## config.mk

```make
export PLATFORM = sky130hd
export DESIGN_NAME = wildcard_glob_matcher
export DESIGN_NICKNAME = d
export VERILOG_FILES = /design/src/rtl/wgm_pkg.sv /design/src/rtl/wildcard_glob_matcher.sv /design/src/rtl/wgm_csr.sv /design/src/rtl/wgm_cell.sv
export SDC_FILE = /design/constraint.sdc
export NUM_CORES = 1
export LEC_CHECK = 0
export ABC_AREA = 1
export BUFFER_PORTS_ARGS = -buffer_cell sky130_fd_sc_hd__clkbuf_2
export CAP_MARGIN = 20
export CORE_MARGIN = 3
export CORE_UTILIZATION = 60
export DETAILED_ROUTE_END_ITERATION = 8
export GPL_ROUTABILITY_DRIVEN = 0
export GPL_TIMING_DRIVEN = 0
export PLACE_DENSITY = 0.84
export SETUP_SLACK_MARGIN = 0.15
export SYNTH_ARGS = -nofsm -noshare
export SYNTH_HDL_FRONTEND = slang
export SYNTH_SLANG_ARGS = --single-unit
```

## constraint.sdc

```tcl
create_clock -name clock -period 9.25 [get_ports clock]
set_clock_uncertainty 0.2 [all_clocks]
set_input_delay 0.4625 -clock clock [delete_from_list [all_inputs] [get_ports clock]]
set_output_delay 0.4625 -clock clock [all_outputs]
set_load 0.01 [all_outputs]
```

## src/rtl/wgm_pkg.sv

```systemverilog
// Shared types and constants for the wildcard glob matcher.
// Used by wgm_csr, wgm_cell and wildcard_glob_matcher; no dependencies.
package wgm_pkg;

   localparam int MAX_PATTERN_BYTES_DEF = 16;

   localparam logic [7:0] CH_STAR = 8'h2A;
   localparam logic [7:0] CH_ANY  = 8'h3F;

   localparam int CSR_ADDR_W = 5;
   localparam int CSR_DATA_W = 64;
   localparam int LEN_REG_W  = 5;

   localparam logic [CSR_ADDR_W-1:0] ADDR_CHARS_LOW  = 5'd0;
   localparam logic [CSR_ADDR_W-1:0] ADDR_CHARS_HIGH = 5'd8;
   localparam logic [CSR_ADDR_W-1:0] ADDR_LENGTH     = 5'd16;

   // Chain signals handed from one position cell to the next.
   typedef struct packed {
      logic carry_cur;
      logic advance;
      logic carry_next;
   } link_type;

   // Per-transaction control broadcast to every cell.
   typedef struct packed {
      logic       accept;
      logic       finish;
      logic       no_char;
      logic [7:0] text_char;
   } cell_ctrl_type;

endpackage

```

## src/rtl/wildcard_glob_matcher.sv

```systemverilog
// Top level of the wildcard glob matcher: a row of position cells, the
// configuration registers and the result register. Depends on wgm_pkg,
// wgm_csr and wgm_cell.
//
//   channel | direction | handshake              | payload
//   req     | in        | req_valid / req_stall  | text_char, end_of_text, no_char
//   rsp     | out       | rsp_valid / rsp_stall  | matched
//   csr     | in        | APB psel/penable/pready| 64-bit pattern registers, 5-bit length register
//
// One transaction is taken per clock while req_stall is low; the whole live-set
// update runs through a ripple chain of MAX_PATTERN_BYTES+1 cells within that cycle.
// A transaction that ends the text gives its flag on rsp in the cycle after it is taken.
// reset is synchronous: only position zero is live, the registers read zero.
// req_stall is high only while a result is held and rsp_stall is high.
module wildcard_glob_matcher import wgm_pkg::*; #(
   parameter int MAX_PATTERN_BYTES = MAX_PATTERN_BYTES_DEF
) (
   input  logic                  clock,
   input  logic                  reset,
   input  logic                  req_valid,
   output logic                  req_stall,
   input  logic [7:0]            req_text_char,
   input  logic                  req_end_of_text,
   input  logic                  req_no_char,
   output logic                  rsp_valid,
   input  logic                  rsp_stall,
   output logic                  rsp_matched,
   input  logic                  csr_psel,
   input  logic                  csr_penable,
   input  logic                  csr_pwrite,
   input  logic [CSR_ADDR_W-1:0] csr_paddr,
   input  logic [CSR_DATA_W-1:0] csr_pwdata,
   output logic [CSR_DATA_W-1:0] csr_prdata,
   output logic                  csr_pready
);

   localparam int NPOS  = MAX_PATTERN_BYTES + 1;
   localparam int LEN_W = $clog2(NPOS);

   logic [63:0]          chars_low;
   logic [63:0]          chars_high;
   logic [LEN_REG_W-1:0] pattern_length;
   logic [127:0]         pattern;
   logic [LEN_W-1:0]     len_eff;
   cell_ctrl_type        ctrl;
   link_type             links [NPOS+1];
   logic [NPOS-1:0]      result_bits;
   logic                 accept;
   logic                 rsp_valid_ff;
   logic                 rsp_valid_in;
   logic                 rsp_matched_ff;
   logic                 rsp_matched_in;

   wgm_csr u_csr (
      .clock          (clock),
      .reset          (reset),
      .csr_psel       (csr_psel),
      .csr_penable    (csr_penable),
      .csr_pwrite     (csr_pwrite),
      .csr_paddr      (csr_paddr),
      .csr_pwdata     (csr_pwdata),
      .csr_prdata     (csr_prdata),
      .csr_pready     (csr_pready),
      .chars_low      (chars_low),
      .chars_high     (chars_high),
      .pattern_length (pattern_length)
   );

   assign pattern = {chars_high, chars_low};
   assign len_eff = (pattern_length > LEN_REG_W'(MAX_PATTERN_BYTES)) ?
                    LEN_W'(MAX_PATTERN_BYTES) : LEN_W'(pattern_length);

   assign req_stall = rsp_valid_ff && rsp_stall;
   assign accept    = req_valid && !req_stall;

   assign ctrl.accept    = accept;
   assign ctrl.finish    = req_end_of_text;
   assign ctrl.no_char   = req_no_char;
   assign ctrl.text_char = req_text_char;

   assign links[0] = '0;

   for (genvar i = 0; i < NPOS; i++) begin : g_cell
      logic [7:0] pat_byte;
      if (i < MAX_PATTERN_BYTES) begin : g_byte
         assign pat_byte = pattern[8*i +: 8];
      end else begin : g_tail
         assign pat_byte = '0;
      end

      wgm_cell u_cell (
         .clock      (clock),
         .reset      (reset),
         .ctrl       (ctrl),
         .pat_byte   (pat_byte),
         .in_use     (len_eff > LEN_W'(i)),
         .in_keep    (len_eff >= LEN_W'(i)),
         .init_bit   (1'(i == 0)),
         .link_in    (links[i]),
         .link_out   (links[i+1]),
         .result_bit (result_bits[i])
      );
   end

   always_comb begin
      rsp_valid_in   = rsp_valid_ff && rsp_stall;
      rsp_matched_in = rsp_matched_ff;
      if (accept && req_end_of_text) begin
         rsp_valid_in   = 1'b1;
         rsp_matched_in = result_bits[len_eff];
      end
   end

   always_ff @(posedge clock) begin
      if (reset) begin
         rsp_valid_ff <= 1'b0;
      end else begin
         rsp_valid_ff <= rsp_valid_in;
      end
   end

   always_ff @(posedge clock) begin
      rsp_matched_ff <= rsp_matched_in;
   end

   assign rsp_valid   = rsp_valid_ff;
   assign rsp_matched = rsp_matched_ff;

endmodule

```

## src/rtl/wgm_csr.sv

```systemverilog
// Configuration registers of the wildcard glob matcher (APB-style port).
// Depends on wgm_pkg for the address map and widths.
module wgm_csr import wgm_pkg::*; (
   input  logic                  clock,
   input  logic                  reset,
   input  logic                  csr_psel,
   input  logic                  csr_penable,
   input  logic                  csr_pwrite,
   input  logic [CSR_ADDR_W-1:0] csr_paddr,
   input  logic [CSR_DATA_W-1:0] csr_pwdata,
   output logic [CSR_DATA_W-1:0] csr_prdata,
   output logic                  csr_pready,
   output logic [63:0]           chars_low,
   output logic [63:0]           chars_high,
   output logic [LEN_REG_W-1:0]  pattern_length
);

   logic [63:0]          chars_low_ff;
   logic [63:0]          chars_high_ff;
   logic [LEN_REG_W-1:0] length_ff;
   logic                 write_en;

   assign csr_pready = 1'b1;
   assign write_en   = csr_psel && csr_penable && csr_pwrite;

   always_ff @(posedge clock) begin
      if (reset) begin
         chars_low_ff  <= '0;
         chars_high_ff <= '0;
         length_ff     <= '0;
      end else if (write_en) begin
         case (csr_paddr)
            ADDR_CHARS_LOW:  chars_low_ff  <= csr_pwdata;
            ADDR_CHARS_HIGH: chars_high_ff <= csr_pwdata;
            ADDR_LENGTH:     length_ff     <= csr_pwdata[LEN_REG_W-1:0];
            default: ;
         endcase
      end
   end

   always_comb begin
      case (csr_paddr)
         ADDR_CHARS_LOW:  csr_prdata = chars_low_ff;
         ADDR_CHARS_HIGH: csr_prdata = chars_high_ff;
         ADDR_LENGTH:     csr_prdata = {{(CSR_DATA_W-LEN_REG_W){1'b0}}, length_ff};
         default:         csr_prdata = '0;
      endcase
   end

   assign chars_low      = chars_low_ff;
   assign chars_high     = chars_high_ff;
   assign pattern_length = length_ff;

endmodule

```

## src/rtl/wgm_cell.sv

```systemverilog
// One pattern-position cell: holds the live bit of its position and
// passes star closure and advance bits to the next cell. Depends on wgm_pkg.
module wgm_cell import wgm_pkg::*; (
   input  logic          clock,
   input  logic          reset,
   input  cell_ctrl_type ctrl,
   input  logic [7:0]    pat_byte,
   input  logic          in_use,
   input  logic          in_keep,
   input  logic          init_bit,
   input  link_type      link_in,
   output link_type      link_out,
   output logic          result_bit
);

   logic live_ff;
   logic live_in;
   logic is_star;
   logic hits;
   logic cur_bit;
   logic next_bit;
   logic final_bit;

   assign is_star = (pat_byte == CH_STAR);
   assign hits    = (pat_byte == CH_ANY) || (pat_byte == ctrl.text_char);

   // Closure of the stored set: a live star position also makes the next one live.
   assign cur_bit            = (live_ff && in_keep) || link_in.carry_cur;
   assign link_out.carry_cur = cur_bit && is_star && in_use;

   // A star stays on its own position; any other match moves one position on.
   assign link_out.advance = cur_bit && in_use && !is_star && hits;
   assign next_bit         = (cur_bit && in_use && is_star) || link_in.advance;

   assign final_bit           = next_bit || link_in.carry_next;
   assign link_out.carry_next = final_bit && is_star && in_use;

   assign result_bit = ctrl.no_char ? cur_bit : final_bit;

   always_comb begin
      live_in = live_ff;
      if (ctrl.accept) begin
         live_in = ctrl.finish ? init_bit : result_bit;
      end
   end

   always_ff @(posedge clock) begin
      if (reset) begin
         live_ff <= init_bit;
      end else begin
         live_ff <= live_in;
      end
   end

endmodule

```

==> out/metrics.cfg <==
[synth]
ys_seq_area_frac=0.3261
ys_ff_latch=152
async_flop_share=0
synth-edff-count=1
yosysMostFrequentCell=nand2_1
yosysWarnings=0
synthesis.area_um2=9361
synth_area_leaders=dfxtp_1 (32%), nand2_1 (14%), o21ai_0 (8.7%)
ys.flop_type=dfxtp_1
post_synth.cell_area_avg_um2=6.347
postSynthCellCount=1475
yosysTopAreaCellShare=0.3229
syn-num-nets=1561
synth_cell_types=47
synth_area_leader_cell=dfxtp_1
synth_common_cells=nand2_1 (344), o21ai_0 (162), a21oi_1 (152), dfxtp_1 (151), inv_1 (146)

[clocking]
worst_skew_pair.late_latency_ns=0.44
clockRootBuffer=clkbuf_16
htreeDepth=4
cts-buffers-inserted=17
clk_pin_slew_ns=0.06
cts_num_sinks=152
cts_tree=done
cts_buffer_depth=2
cts_hold_buf=0
cts_setup_buffers=0
ctsResizeCount=0

[timing]
report.final.setup_viol=0
slew_violations=0
hold_viol=0
setup_tns_ns=0
fmax_mhz=222.0
period_share=0.4869
whs_ns=0.06318
rsz0062_at_grt=no
fin_crit_ns=4.504
relSlewSlack=0.3259
worst_pin_slew_ns=1.011

[pwr]
power_per_cell_area_nw_per_um2=138.3
vdd_drop_max_v=0.0001364
total_power_uw=1508
cellLeakagePower_uw=0.004345

[floorplanning]
coreArea_um2=15260
design.die.area_um2=17140
die_w_um=130.9
initial_core_util=0.6135
ios=154
die_h_um=130.9
row_count=45

[critical_path]
critPathArrivalTime_ns=4.60
cpPeakStageDelay_ns=0.47
worstSetupStartpointType=input pin
worstReg2RegStart=u_csr.chars_low[21]
worst-setup-path-type=input pin to register
r2r_slack_ns=5.13
cp.depth=36
cp_top_family=simple AND/OR/NAND/NOR gates
critPathMaxFanout=10
end_kind=register
crit_path_frequent_cell=nand2_1
critPathRequiredTime_ns=9.35
r2r_end=rsp_matched
crit_slowest_cell=clkbuf_1
crit_end=rsp_matched
reg2regPathDepth=38
cp-startpoint=req_text_char[7]
path_buf_inv=3

[global_routing]
grt.overflow.total=0
grt_max_degree=17
grt_pass1_vias=10560
gr-usage-met1=0.5403
grtUsageTotal=0.4373
grtUsageMet2=0.6497
top_usage_layer=met2
antenna_found_initial=0
grt_pass1_wl_um=56590
use_met3=0.1488

[finish]
postLayoutCellArea_um2=10900
diodes=0
fillerInstances=1359
multi_input_area_um2=5359
final_cells=1858
syn_to_final_growth_pct=16.44
seq_area_um2=3053
drive_gt1_frac=0.1433
num-nets-final=1722

[routing]
ant_nets=0
drt_iter0_drc=1976
via_count=11820
wl_um=38180
dr.pass1.iters=9
viasPerCell=6.363
wl_per_cell_um=20.55
drc=4

[run_status]
status=finished with violations
violations=design-rule violations

[place]
portBuffers=142
place_area_um2=10340
placedCellCount=1828
dpl.hpwl_um=27220

[min_path]
hp-class=input pin to register

[run]
drv_cap=0

==> sequential cells by signal, indices dropped and copies added, names as in the netlist <==
register,flops
u_csr.chars_high,64
u_csr.pattern_length,5
g_cell.u_cell.live_ff,17
u_csr.chars_low,64
rsp_matched,1
rsp_valid,1
==> per-layer routing <==
layer | part of all wire | wire length (um)
met1 | 0.35 | 13190
met4 | 0.081 | 3075
met5 | 0 | 0
met2 | 0.41 | 15750
met3 | 0.16 | 6164
==> worst min-delay path, stage by stage <==
cell,delay [ns]
clkbuf_2,0.08
nor2_1,0.04
nor2_1,0.08
==> layout by cell type, fill, tap and decap left out, types with 3 or more instances in the layout <==
| master | count |
|---|---|
| clkbuf_2 | 142 |
| a31oi_1 | 5 |
| clkinvlp_4 | 3 |
| o41ai_1 | 7 |
| clkbuf_1 | 71 |
| dfxtp_1 | 151 |
| nand4_1 | 46 |
| nand2_1 | 344 |
| nand2_2 | 25 |
| o22ai_1 | 41 |
| xnor2_1 | 35 |
| clkinv_1 | 5 |
| o21ai_0 | 162 |
| o2111ai_1 | 3 |
| a22o_1 | 5 |
| buf_2 | 7 |
| nor4_1 | 17 |
| o21ai_1 | 3 |
| o221ai_1 | 9 |
| nand3_1 | 48 |
| nor3_1 | 15 |
| buf_1 | 5 |
| inv_1 | 146 |
| nor2_1 | 123 |
| inv_2 | 12 |
| clkbuf_16 | 17 |
| a21oi_1 | 152 |
| nand2_4 | 6 |
| xor2_1 | 6 |
| nor2_4 | 4 |
==> logic make-up after synthesis <==
group                     synth area share
other                            0.0004006
and+or+nand+nor                     0.3011
AOI/OAI and AO/OA                   0.2326
DFF                                 0.3261
xor gates and xnor gates           0.03836
buffers and inverters               0.1014
==> power by group <==
group | leakage, uW | internal, uW | switching (uW) | total, uW
registers | 0.00123 | 660 | 3.57 | 664
logic | 0.00285 | 44.5 | 102 | 146
clock network | 0.000265 | 409 | 289 | 698
total | 0.00434 | 1110 | 395 | 1510
==> stage by stage <==
stage	setup WS, ns	utilization
6_report	4.746	0.7144
5_1_grt	4.620	0.7144
4_1_cts	5.013	0.7144
3_5_place_dp	4.626	0.6774
3_3_place_gp	4.650	0.6774
2_1_floorplan	5.743	-
==> area by class of cell <==
cell class,count,area share
sequential,152,0.2801
buffer,82,0.03042
timing repair buffer,142,0.06520
clock buffer,23,0.04293
inverter,164,0.05670
tap,211,0.02422
clock inverter,7,0.008838
multi-input combinational,1077,0.4916
==> worst min-delay path by stage <==
stage,startpoint,end,slack [ns],depth (start not counted)
after floorplan,g_cell[10].u_cell.live_ff,g_cell[10].u_cell.live_ff,0.25,2
after global placement,g_cell[11].u_cell.live_ff,g_cell[11].u_cell.live_ff,0.25,2
after detailed placement,g_cell[15].u_cell.live_ff,g_cell[15].u_cell.live_ff,0.26,2
after CTS,csr_pwdata[53],u_csr.chars_high[53],0.07,3
after global routing,csr_pwdata[21],u_csr.chars_high[21],0.08,3
final,csr_pwdata[53],u_csr.chars_high[53],0.06,3
Power figures use the tool's default switching activity.
